## config.mk

```make
export PLATFORM = sky130hd
export DESIGN_NAME = serial_mouse_packet_decoder
export DESIGN_NICKNAME = d
export VERILOG_FILES = /design/src/rtl/smpd_pkg.sv /design/src/rtl/smpd_decode.sv /design/src/rtl/smpd_frame.sv /design/src/rtl/smpd_emit.sv /design/src/rtl/serial_mouse_packet_decoder.sv
export SDC_FILE = /design/constraint.sdc
export NUM_CORES = 1
export LEC_CHECK = 0
export ABC_AREA = 1
export BUFFER_PORTS_ARGS = -buffer_cell sky130_fd_sc_hd__buf_4
export CAP_MARGIN = 20
export CORE_AREA = 5 5 186 188
export DETAILED_ROUTE_END_ITERATION = 7
export DIE_AREA = 0 0 191 193
export HOLD_SLACK_MARGIN = 0.06
export MAX_ROUTING_LAYER = met4
export PLACE_DENSITY = 0.6
export SLEW_MARGIN = 20
export SYNTH_ARGS = -nofsm -noshare
export SYNTH_HDL_FRONTEND = slang
export SYNTH_SLANG_ARGS = --single-unit
export TNS_END_PERCENT = 5
```

## constraint.sdc

```tcl
create_clock -name aclk -period 17.3 [get_ports aclk]
set_clock_uncertainty 0.1 [all_clocks]
set_input_delay 3.46 -clock aclk [delete_from_list [all_inputs] [get_ports aclk]]
set_output_delay 3.46 -clock aclk [all_outputs]
set_load 0.01 [all_outputs]
```

## src/rtl/smpd_pkg.sv

```systemverilog
package smpd_pkg;

    // protocol codes
    localparam int PROTO_BITS = 3;
    typedef logic [PROTO_BITS-1:0] proto_t;
    localparam proto_t PROTO_SERIAL7     = 3'd0;
    localparam proto_t PROTO_SYNC5       = 3'd1;
    localparam proto_t PROTO_SIGNMAG_A   = 3'd2;
    localparam proto_t PROTO_SIGNMAG_B   = 3'd3;
    localparam proto_t PROTO_BUS5        = 3'd4;
    localparam proto_t PROTO_SERIAL7_EXT = 3'd5;
    localparam proto_t PROTO_PS2         = 3'd6;
    localparam proto_t PROTO_TABLET      = 3'd7;

    // configuration register indexes
    localparam int CFG_IDX_BITS  = 1;
    localparam int CFG_DATA_BITS = PROTO_BITS;
    localparam logic [CFG_IDX_BITS-1:0] CFG_PROTOCOL = 1'b0;
    localparam logic [CFG_IDX_BITS-1:0] CFG_CHORD    = 1'b1;

    // input item kinds
    localparam logic OP_BYTE    = 1'b0;
    localparam logic OP_TIMEOUT = 1'b1;

    // byte codes
    localparam logic [7:0] BAD_DATA = 8'h80;  // never valid as a data byte, except under PS/2
    localparam logic [7:0] EXT_MASK = 8'hDC;  // bits that must be clear in an extension byte

    // packet store
    localparam int PKT_MAX    = 5;
    localparam int COUNT_BITS = 3;
    typedef logic [COUNT_BITS-1:0] count_t;
    typedef logic [PKT_MAX-1:0][7:0] pkt_view_t;

    // result widths
    localparam int DELTA_BITS = 10;
    localparam int POS_BITS   = 16;
    localparam int CELL_SHIFT = 3;
    localparam int CELL_BITS  = POS_BITS - CELL_SHIFT;
    localparam int CELL_ROUND = (1 << CELL_SHIFT) - 1;

    typedef logic signed [DELTA_BITS-1:0] delta_t;
    typedef logic signed [POS_BITS-1:0]   pos_t;
    typedef logic signed [CELL_BITS-1:0]  cell_t;

    // framing rules of one protocol
    typedef struct packed {
        logic [7:0] hdr_mask;
        logic [7:0] hdr_id;
        logic [7:0] data_mask;
        logic [7:0] data_id;
        count_t     len;
    } frame_fmt_t;

    // one decoded packet on its way to the accumulator
    typedef struct packed {
        logic       valid;
        logic [2:0] buttons;
        delta_t     dx;
        delta_t     dy;
    } motion_t;

    // result item, last field in the low bits
    typedef struct packed {
        logic [2:0] button_changes;
        logic       moved;
        cell_t      cell_y;
        cell_t      cell_x;
        pos_t       pos_y;
        pos_t       pos_x;
        delta_t     delta_y;
        delta_t     delta_x;
        logic [2:0] buttons;
    } result_t;

    localparam int RESULT_BITS = $bits(result_t);
    localparam int TDATA_BITS  = ((RESULT_BITS + 7) / 8) * 8;

    function automatic frame_fmt_t frame_fmt(input proto_t p);
        frame_fmt_t f;
        unique case (p) inside
            PROTO_SERIAL7, PROTO_SERIAL7_EXT: f = '{8'h40, 8'h40, 8'h40, 8'h00, 3'd3};
            PROTO_SYNC5, PROTO_BUS5:          f = '{8'hf8, 8'h80, 8'h00, 8'h00, 3'd5};
            PROTO_PS2:                        f = '{8'hc0, 8'h00, 8'h00, 8'h00, 3'd3};
            default:                          f = '{8'he0, 8'h80, 8'h80, 8'h00, 3'd3};
        endcase
        return f;
    endfunction

endpackage

```

## src/rtl/smpd_decode.sv

```systemverilog
module smpd_decode (
    input  smpd_pkg::proto_t    protocol,
    input  logic                chord_middle,
    input  smpd_pkg::pkt_view_t pkt,
    output logic [2:0]          buttons,
    output smpd_pkg::delta_t    dx,
    output smpd_pkg::delta_t    dy,
    output logic                hold
);
    import smpd_pkg::*;

    logic [7:0] b0, b1, b2, b3, b4;
    logic [2:0] code;
    delta_t     mag_x, mag_y;

    assign b0 = pkt[0];
    assign b1 = pkt[1];
    assign b2 = pkt[2];
    assign b3 = pkt[3];
    assign b4 = pkt[4];
    assign code  = b0[2:0];
    assign mag_x = {2'b00, b1};
    assign mag_y = {2'b00, b2};

    function automatic delta_t sext8(input logic [7:0] v);
        return {{(DELTA_BITS-8){v[7]}}, v};
    endfunction

    always_comb begin
        buttons = 3'b000;
        dx      = '0;
        dy      = '0;
        hold    = 1'b0;
        unique case (protocol) inside
            PROTO_SERIAL7, PROTO_SERIAL7_EXT: begin
                buttons = {b0[5], 1'b0, b0[4]};
                if (chord_middle && b0[5] && b0[4]) begin
                    buttons = 3'b010;
                end
                dx   = sext8({b0[1:0], b1[5:0]});
                dy   = sext8({b0[3:2], b2[5:0]});
                hold = !chord_middle;
            end
            PROTO_SYNC5: begin
                buttons = ~b0[2:0];
                dx      = sext8(b1) + sext8(b3);
                dy      = delta_t'(0) - (sext8(b2) + sext8(b4));
            end
            PROTO_BUS5: begin
                buttons = ~b0[2:0];
                dx      = sext8(b1);
                dy      = delta_t'(0) - sext8(b2);
            end
            PROTO_PS2: begin
                buttons = {b0[0], b0[2], b0[1]};
                dx      = {b0[4], b0[4], b1};
                dy      = delta_t'(0) - delta_t'({b0[5], b0[5], b2});
            end
            default: begin
                // sign/magnitude formats and the tablet
                if (protocol == PROTO_TABLET) begin
                    buttons = (code == 3'd1) ? 3'b001 :
                              (code == 3'd2) ? 3'b010 :
                              (code == 3'd3) ? 3'b100 : 3'b000;
                end else begin
                    buttons = code;
                end
                dx = b0[4] ? mag_x : delta_t'(0) - mag_x;
                dy = b0[3] ? delta_t'(0) - mag_y : mag_y;
            end
        endcase
    end

endmodule

```

## src/rtl/smpd_frame.sv

```systemverilog
module smpd_frame (
    input  logic              aclk,
    input  logic              aresetn,
    input  logic              fire,
    input  logic              op,
    input  logic [7:0]        byte_in,
    input  smpd_pkg::proto_t  protocol,
    input  logic              chord_middle,
    output smpd_pkg::motion_t motion
);
    import smpd_pkg::*;

    logic [7:0] pkt_reg [PKT_MAX];
    count_t     count_reg, count_next;
    logic       held_valid_reg, held_valid_next;
    logic [2:0] held_btn_reg, held_btn_next;
    delta_t     held_dx_reg, held_dx_next;
    delta_t     held_dy_reg, held_dy_next;

    frame_fmt_t fmt;
    count_t     cnt, slot, cnt_inc, count_parse;
    logic       hdr_ok, store, done, pkt_we;
    pkt_view_t  view;
    logic [2:0] dec_btn;
    delta_t     dec_dx, dec_dy;
    logic       dec_hold;

    // framing of one received byte
    always_comb begin
        fmt = frame_fmt(protocol);
        cnt = count_reg;
        // a bad data byte drops the partial packet and is retried as a header (not under PS/2)
        if (cnt != '0 && protocol != PROTO_PS2 &&
            (((byte_in & fmt.data_mask) != fmt.data_id) || byte_in == BAD_DATA)) begin
            cnt = '0;
        end
        hdr_ok  = (byte_in & fmt.hdr_mask) == fmt.hdr_id;
        store   = (cnt != '0) || hdr_ok;
        slot    = (cnt >= count_t'(PKT_MAX)) ? count_t'(0) : cnt;
        cnt_inc = slot + count_t'(1);
        done    = store && (cnt_inc == fmt.len);
        if (!store || done) begin
            count_parse = '0;
        end else begin
            count_parse = cnt_inc;
        end
        for (int i = 0; i < PKT_MAX; i++) begin
            view[i] = (slot == count_t'(i)) ? byte_in : pkt_reg[i];
        end
    end

    smpd_decode u_decode (
        .protocol     (protocol),
        .chord_middle (chord_middle),
        .pkt          (view),
        .buttons      (dec_btn),
        .dx           (dec_dx),
        .dy           (dec_dy),
        .hold         (dec_hold)
    );

    always_comb begin
        motion          = '0;
        count_next      = count_reg;
        held_valid_next = held_valid_reg;
        held_btn_next   = held_btn_reg;
        held_dx_next    = held_dx_reg;
        held_dy_next    = held_dy_reg;
        pkt_we          = 1'b0;
        if (op == OP_TIMEOUT) begin
            if (held_valid_reg) begin
                held_valid_next = 1'b0;
                motion          = '{1'b1, held_btn_reg, held_dx_reg, held_dy_reg};
            end
        end else if (held_valid_reg) begin
            held_valid_next = 1'b0;
            motion          = '{1'b1, held_btn_reg, held_dx_reg, held_dy_reg};
            if ((byte_in & EXT_MASK) == '0) begin
                // extension byte carries the middle button
                motion.buttons = held_btn_reg | {1'b0, byte_in[5], 1'b0};
            end else begin
                // count is zero here, so this byte only starts a packet
                pkt_we     = store;
                count_next = count_parse;
            end
        end else begin
            pkt_we     = store;
            count_next = count_parse;
            if (done) begin
                if (dec_hold) begin
                    held_valid_next = 1'b1;
                    held_btn_next   = dec_btn;
                    held_dx_next    = dec_dx;
                    held_dy_next    = dec_dy;
                end else begin
                    motion = '{1'b1, dec_btn, dec_dx, dec_dy};
                end
            end
        end
    end

    always_ff @(posedge aclk) begin
        if (!aresetn) begin
            count_reg      <= '0;
            held_valid_reg <= 1'b0;
            held_btn_reg   <= '0;
            held_dx_reg    <= '0;
            held_dy_reg    <= '0;
        end else if (fire) begin
            count_reg      <= count_next;
            held_valid_reg <= held_valid_next;
            held_btn_reg   <= held_btn_next;
            held_dx_reg    <= held_dx_next;
            held_dy_reg    <= held_dy_next;
        end
    end

    always_ff @(posedge aclk) begin
        if (fire && pkt_we) begin
            pkt_reg[slot] <= byte_in;
        end
    end

endmodule

```

## src/rtl/smpd_emit.sv

```systemverilog
module smpd_emit (
    input  logic              aclk,
    input  logic              aresetn,
    input  logic              fire,
    input  smpd_pkg::motion_t motion,
    input  logic              out_ready,
    output logic              out_valid,
    output smpd_pkg::result_t result
);
    import smpd_pkg::*;

    pos_t       acc_x_reg, acc_x_next;
    pos_t       acc_y_reg, acc_y_next;
    logic [2:0] last_btn_reg;
    logic       out_valid_reg;
    result_t    result_reg, result_next;
    logic [2:0] btn;
    pos_t       adj_x, adj_y;
    logic       load;

    assign load = fire && motion.valid;

    always_comb begin
        btn = motion.buttons;
        // left and right together read as middle
        if (btn[2] && btn[0]) begin
            btn = 3'b010;
        end
        acc_x_next = acc_x_reg + {{(POS_BITS-DELTA_BITS){motion.dx[DELTA_BITS-1]}}, motion.dx};
        acc_y_next = acc_y_reg + {{(POS_BITS-DELTA_BITS){motion.dy[DELTA_BITS-1]}}, motion.dy};
        // divide by 8 toward zero: bias negatives before the shift
        adj_x = acc_x_next + (acc_x_next[POS_BITS-1] ? pos_t'(CELL_ROUND) : pos_t'(0));
        adj_y = acc_y_next + (acc_y_next[POS_BITS-1] ? pos_t'(CELL_ROUND) : pos_t'(0));

        result_next.buttons        = btn;
        result_next.delta_x        = motion.dx;
        result_next.delta_y        = motion.dy;
        result_next.pos_x          = acc_x_next;
        result_next.pos_y          = acc_y_next;
        result_next.cell_x         = adj_x[POS_BITS-1:CELL_SHIFT];
        result_next.cell_y         = adj_y[POS_BITS-1:CELL_SHIFT];
        result_next.moved          = (motion.dx != '0) || (motion.dy != '0);
        result_next.button_changes = btn ^ last_btn_reg;
    end

    always_ff @(posedge aclk) begin
        if (!aresetn) begin
            acc_x_reg     <= '0;
            acc_y_reg     <= '0;
            last_btn_reg  <= '0;
            out_valid_reg <= 1'b0;
        end else begin
            if (load) begin
                acc_x_reg     <= acc_x_next;
                acc_y_reg     <= acc_y_next;
                last_btn_reg  <= btn;
                out_valid_reg <= 1'b1;
            end else if (out_ready) begin
                out_valid_reg <= 1'b0;
            end
        end
    end

    always_ff @(posedge aclk) begin
        if (load) begin
            result_reg <= result_next;
        end
    end

    assign out_valid = out_valid_reg;
    assign result    = result_reg;

endmodule

```

## src/rtl/serial_mouse_packet_decoder.sv

```systemverilog
// Serial mouse packet decoder.
// Input stream: one received mouse byte per item in s_axis_tdata; s_axis_tuser
// set marks a timeout item that flushes a packet held back for a possible
// middle-button extension byte. Output stream: one item per finished packet
// with buttons, motion, wrapping 16-bit position, position / 8 and change flags.
// cfg_wr_en/cfg_index/cfg_data write the protocol select (index 0) and the
// chord-middle enable (index 1); write them only while the block is idle.
// Path: an accepted item sits in the input register, is decoded and accumulated
// from there, and its result is captured in the output register.
// Throughput: one item per cycle while no result waits unread, set by the
// single decode/accumulate stage between the input and output registers.
// Stall: while a result waits with m_axis_tready low, the input register keeps
// the next item and takes another only once the result is gone or being taken.
// Reset (aresetn low, synchronous): empties both registers, clears the byte
// count, the held packet, the position and the button history, and selects
// protocol 0 without chord mode. Bytes of a half-built packet are not cleared.
module serial_mouse_packet_decoder (
    input  logic                                aclk,
    input  logic                                aresetn,
    // input stream
    input  logic                                s_axis_tvalid,
    output logic                                s_axis_tready,
    input  logic [7:0]                          s_axis_tdata,  // [7:0] byte_value
    input  logic                                s_axis_tuser,  // [0] operation
    // result stream
    output logic                                m_axis_tvalid,
    input  logic                                m_axis_tready,
    // [2:0] buttons, [12:3] delta_x, [22:13] delta_y, [38:23] pos_x,
    // [54:39] pos_y, [67:55] cell_x, [80:68] cell_y, [81] moved,
    // [84:82] button_changes, upper bits zero
    output logic [smpd_pkg::TDATA_BITS-1:0]     m_axis_tdata,
    // configuration writes
    input  logic                                cfg_wr_en,
    input  logic [smpd_pkg::CFG_IDX_BITS-1:0]   cfg_index,
    input  logic [smpd_pkg::CFG_DATA_BITS-1:0]  cfg_data
);
    import smpd_pkg::*;

    // config registers
    proto_t     protocol_reg;
    logic       chord_reg;

    // input register
    logic       in_valid_reg;
    logic       in_op_reg;
    logic [7:0] in_byte_reg;

    logic       stall, fire, s_accept;
    motion_t    motion;
    result_t    result;

    // the stage only holds when a result sits unread at the output
    assign stall    = m_axis_tvalid && !m_axis_tready;
    assign fire     = in_valid_reg && !stall;
    assign s_axis_tready = !in_valid_reg || !stall;
    assign s_accept = s_axis_tvalid && s_axis_tready;

    always_ff @(posedge aclk) begin
        if (!aresetn) begin
            protocol_reg <= PROTO_SERIAL7;
            chord_reg    <= 1'b0;
        end else if (cfg_wr_en) begin
            unique case (cfg_index)
                CFG_PROTOCOL: protocol_reg <= cfg_data;
                CFG_CHORD:    chord_reg    <= cfg_data[0];
                default:      ;
            endcase
        end
    end

    always_ff @(posedge aclk) begin
        if (!aresetn) begin
            in_valid_reg <= 1'b0;
        end else if (s_accept) begin
            in_valid_reg <= 1'b1;
        end else if (fire) begin
            in_valid_reg <= 1'b0;
        end
    end

    always_ff @(posedge aclk) begin
        if (s_accept) begin
            in_op_reg   <= s_axis_tuser;
            in_byte_reg <= s_axis_tdata;
        end
    end

    // packet assembly, protocol decode and the held packet
    smpd_frame u_frame (
        .aclk         (aclk),
        .aresetn      (aresetn),
        .fire         (fire),
        .op           (in_op_reg),
        .byte_in      (in_byte_reg),
        .protocol     (protocol_reg),
        .chord_middle (chord_reg),
        .motion       (motion)
    );

    // position accumulation and the output register
    smpd_emit u_emit (
        .aclk      (aclk),
        .aresetn   (aresetn),
        .fire      (fire),
        .motion    (motion),
        .out_ready (m_axis_tready),
        .out_valid (m_axis_tvalid),
        .result    (result)
    );

    assign m_axis_tdata = {{(TDATA_BITS-RESULT_BITS){1'b0}}, result};

endmodule

```

# Word-level counts from Yosys, hierarchy flattened
# Memory sizes are Yosys's and may differ from the RTL's.
# Index checks and enable logic that the tools add are counted.
# totals
regBits	162
ramBits	40
in_bits	18
wordCells	143
n_memories	1
# classes
add_sub_neg	12
magnitude_cmp	1
n_eq_ne	18
mux	44
n_bitwise	8
n_reduce_logical	36
# mem_list
memory	depth	word_bits	rd	rd_clocked_by_memory_dff	write_ports	line_no	text
u_frame.pkt_reg	5	8	5	0	1	smpd_frame.sv:13	logic [7:0] pkt_reg [PKT_MAX];
# op_table
op	n
$mux 24	5
$pmux 35 s3	1
$pmux 10 s4	2
$add 16x16->16	4
$mux 3	14
$mux 8	4
$sub 1x8->9 const A	3
$mux 10	2
$reduce_bool 10->1	2
$sub 1x9->10 const A	2
$add 8x8->9	2
$and 8x8->8	2
$eq 3x3->1 const B	5
$mux 1	14
$eq 3x2->1 const B	4
$logic_and 1x1->1	11
$eq 3x1->1 const B	3
$pmux 3 s3	1
$eq 8x8->1	1
$eq 8x8->1 const B	1
$logic_not 8->1	1
$ne 8x8->1	1
$logic_not 3->1	2
$mux 6	1
17 further kinds	31

# Longest topological paths before layout
# logic_depth
word_depth	25
depth_mapped	60
mapped_depth_nobuf	57

# Modules after synthesis
# A second synthesis with hierarchy kept.
# hier_totals
hier_cells	1700
hier_area_um2	12786.0
# by_module_without_submodules
module	instances	cells_per_inst	area_each_um2	seq_area_each_um2
smpd_emit	1	787	6573.8	3273.1
smpd_frame	1	503	3807.4	1741.7
smpd_decode	1	362	1880.6	0.0
serial_mouse_packet_decoder	1	48	524.3	370.4

# Least setup slack after synthesis
# Ideal clock, no wire load.
# synth_path
kind	register to register
start	register protocol_reg[2]
end	register u_emit.result_reg, in the netlist u_emit.result[57] (data pin)
arrival_ps	7071
t_required_ps	16924
setup_slack_ps	9853
stages_incl_launch_ff	54
n_path_buf	4
period_less_slack_ps	7447
path_cell_list	dfxtp_1 nand2_4 buf_2 nand3_1 clkbuf_1 clkinv_1 ha_1 inv_1 nand3_2 nand2_2 inv_1 nor2_1 nand2_1 inv_1 ha_1 nand2_2 buf_6 o21ai_0 (+18 left out) nand2_1 a21oi_1 o21ai_0 nand2_1 nand2_1 a21oi_1 o21bai_1 xor2_1 inv_1 nand3_2 nand2_4 ha_1 a21oi_1 nor2_1 inv_1 nand2_2 buf_6 xor2_1
# synth_lines
element	line_no	text
start, declared	serial_mouse_packet_decoder.sv:40	proto_t protocol_reg;
start signal, assigned	serial_mouse_packet_decoder.sv:64	CFG_PROTOCOL: protocol_reg <= cfg_data;
end signal, assigned	smpd_emit.sv:66	result_reg <= result_next;
end, declared	smpd_emit.sv:16	result_t result_reg, result_next;

==> summary.txt <==
Worst hold path
  – Worst hold path type: reg2reg
  – Hold Path Origin: u_frame.held_btn_reg[0]

Route
  – Met2 wire len: 13110 um
  – DRT iter0 DRCs: 536
  – Drt pass-1 iters: 5
  – Post-DRT Antenna Nets: 0
  – DR WL/cell: 14.87 um
  – Final wirelength: 27920 um
  – Number of remaining DRC errors: 0
  – Metal-1 WL: 13470 um
  – Uppermost routed layer: met4
  – Avg Vias per Cell: 4.820
  – Via count: 9047
  – Routed length on met3: 960 um

Pwr
  – VDD IR max: 0.00006815 V
  – NetSw: 0.2567 mW
  – Part of the power in registers: 0.522
  – Clk network pwr share: 0.411
  – P_int: 0.7222 mW
  – Pwr per Cell Area: 74.92 nW/um^2
  – Static Leak: 5.544 nW
  – Net Sw Frac: 0.2622
  – Comb pwr share: 0.067

Synth
  – Register area share after synthesis: 0.4665
  – Count leader, synth: nand2_1
  – Library cells used by synthesis: 52
  – Synth Register Bits: 198
  – Post-synthesis average cell area: 8.502 sq um
  – Top cells by area, synth: edfxtp_1 35%, dfxtp_1 12%, nand2_1 9.0%, ha_1 6.9%, inv_1 5.1%
  – Top_reg_cell synth: edfxtp_1
  – Synth top cells by count: 271 x nand2_1, 154 x inv_1, 131 x edfxtp_1
  – Syn Std Cell Area: 11310 sq um
  – Post-Synthesis Cells: 1330
  – Yosys top cell area share: 0.3479
  – EDFF count, synth: 131
  – Ys async rst share: 0
  – Synth warn: 0
  – Dominant cell type by area after synthesis: edfxtp_1

STA
  – Fmax: 113.7 MHz
  – Worst Tran Pin Value: 0.9272 ns
  – Relative slew slack: 0.3819
  – Unrepaired setup endpoints after global routing: false
  – Final Hold Viols: 0
  – Setup total negative slack: 0 ns
  – Part of the cycle the worst path needs: 0.5086
  – Min Clock Period, post-route: 8.798 ns
  – Final setup fails: 0
  – Fin. max-slew vios: 0

Placed design
  – DP HPWL: 20840 um
  – Placed Instance Area: 12470 sq um
  – # placed instances: 1845
  – Port buffer count: 104
  – GP Congestion: 0.9042

Critical path
  – Worst EP required: 17.41 ns
  – CP Capture Type: flip-flop
  – Reg2reg setup slack: 8.50 ns
  – Worst path bufs/invs: 8
  – Most used cell, CP: nand2_1
  – Top delay family on crit path: simple AND/OR/NAND/NOR gates
  – CP arrival: 8.91 ns
  – Reg-to-Reg Start: protocol_reg[1]
  – CP max-delay cell: dfxtp_1
  – Element type at the critical path start: flip-flop
  – Crit. Startpoint: protocol_reg[1]
  – Worst Setup Path Type: reg2reg
  – Largest stage delay on the critical path: 0.49 ns
  – Max FO, Critical Path: 20

Final layout
  – Layout cell share with drive strength beyond 1: 0.1414
  – Area grow syn2layout: 15.57%
  – Number of diodes: 0
  – Final Cell Area: 13070 sq um
  – Fill cell total of the finished layout: 3327
  – Final core utilization: 0.3966
  – Final Non-Filler Cells: 1877
  – Largest register FFs: 84
  – Final layout net count: 1500

Clock network
  – CTS tree: yes
  – PostCTS Resize Cnt: 0
  – # hold bufs at CTS: 0
  – Clock buffer depth: 2
  – Clock Latency Late Sink: 0.45 ns
  – Setup repair bufs after CTS: 0
  – Clock-pin slew on the worst setup and hold paths: 0.08 ns
  – Root Buffer: clkbuf_16
  – Clock buffer count from CTS: 17
  – TritonCTS Sinks: 198
  – H-tree depth: 4

Global route
  – Vias in the first global route: 8490
  – Total global routing overflow: 0
  – GRT Util Overall: 0.1549
  – Antenna violations before repair: 0
  – Largest net degree at the start of global routing: 88
  – First-pass GRT wire length: 44720 um

Floorplan
  – DIE AREA: 36860 sq um
  – Initial Util: 0.3432
  – Die height: 193 um
  – IO Count: 108
  – Die W: 191 um
  – Core area: 32950 sq um
  – # rows: 67

Flow run
  – Maxcap violations: 0

Status
  – Outcome: completed
## per-stage QoR
step	setup slack (ns)	total power, mW	hold WS [ns]
after floorplan	9.853	0.5654	0.3239
after global placement	8.763	0.5873	0.3358
after detailed placement	8.593	0.5876	0.3474
after CTS	8.474	0.9902	0.3590
after global routing	7.369	1.017	0.3893
final	8.502	0.9790	0.3573
## tightest hold or removal path: cells and delay by family (launching register included)
| family | cells | cell delay [ns] |
|---|---|---|
| flip-flops | 1 | 0.32 |
| buffers and inverters | 1 | 0.05 |
| AO/OA/AOI/OAI | 1 | 0.05 |
## per-layer routing
layer	track usage	vias to the layer above
met2	0.2544	145
met5	-	-
met3	0.02467	27
met1	0.2020	4194
li1	-	4681
met4	0.03978	0
## placed cells by master (no fill, tap or decap), types with 3 or more instances in the layout
cell type	instances
nor4_1	3
nor3_1	16
o21bai_1	4
conb_1	3
xor2_1	31
buf_4	108
fa_1	4
o22ai_1	7
o21ai_1	10
inv_6	5
o211ai_1	10
dfxtp_1	67
clkinv_4	3
o21ai_2	9
o221ai_1	3
nand2_1	271
a31oi_1	6
nand4_1	18
a221oi_1	4
clkbuf_16	17
nor2_1	101
edfxtp_1	131
clkinv_1	3
nand3_2	10
o21ai_0	113
nand2_2	12
nand3_1	83
nand3b_1	4
ha_1	62
xnor2_1	3
nand2_4	8
a21oi_1	106
inv_2	9
clkinv_8	5
inv_1	154
## cells by family after synthesis
family          share of synthesized area
buf+inv                           0.07624
fa+ha+maj                         0.07569
simple gates                       0.2151
flops                              0.4665
other cells                     0.0003317
xor+xnor                          0.02778
compound gates                     0.1383
## final timing paths
check | end | cells past startpoint
max | u_emit.result[66] | 51
min | u_frame.held_btn_reg[0] | 2
max reg2reg | u_emit.result[66] | 51
min reg2reg | u_frame.held_btn_reg[0] | 2
## final cells by class
type	count	area, sq um	share of cell area
tap	448	560.5	0.04290
timing repair buffer	108	810.8	0.06205
clock inverter	14	161.4	0.01235
clock buffer	18	439.2	0.03361
multi-input combinational	923	5182	0.3966
sequential	198	5275	0.4037
inverter	168	638.1	0.04883
## power by group through the flow
stage / combinational [mW] / sequential, mW / clock [mW]
final: 0.0655 / 0.511 / 0.402
after global routing: 0.0735 / 0.512 / 0.432
after CTS: 0.0654 / 0.511 / 0.413
after detailed placement: 0.0651 / 0.522 / 0
after global placement: 0.0650 / 0.522 / 0
after floorplan: 0.0465 / 0.519 / 0
Power figures use the tool's default switching activity.
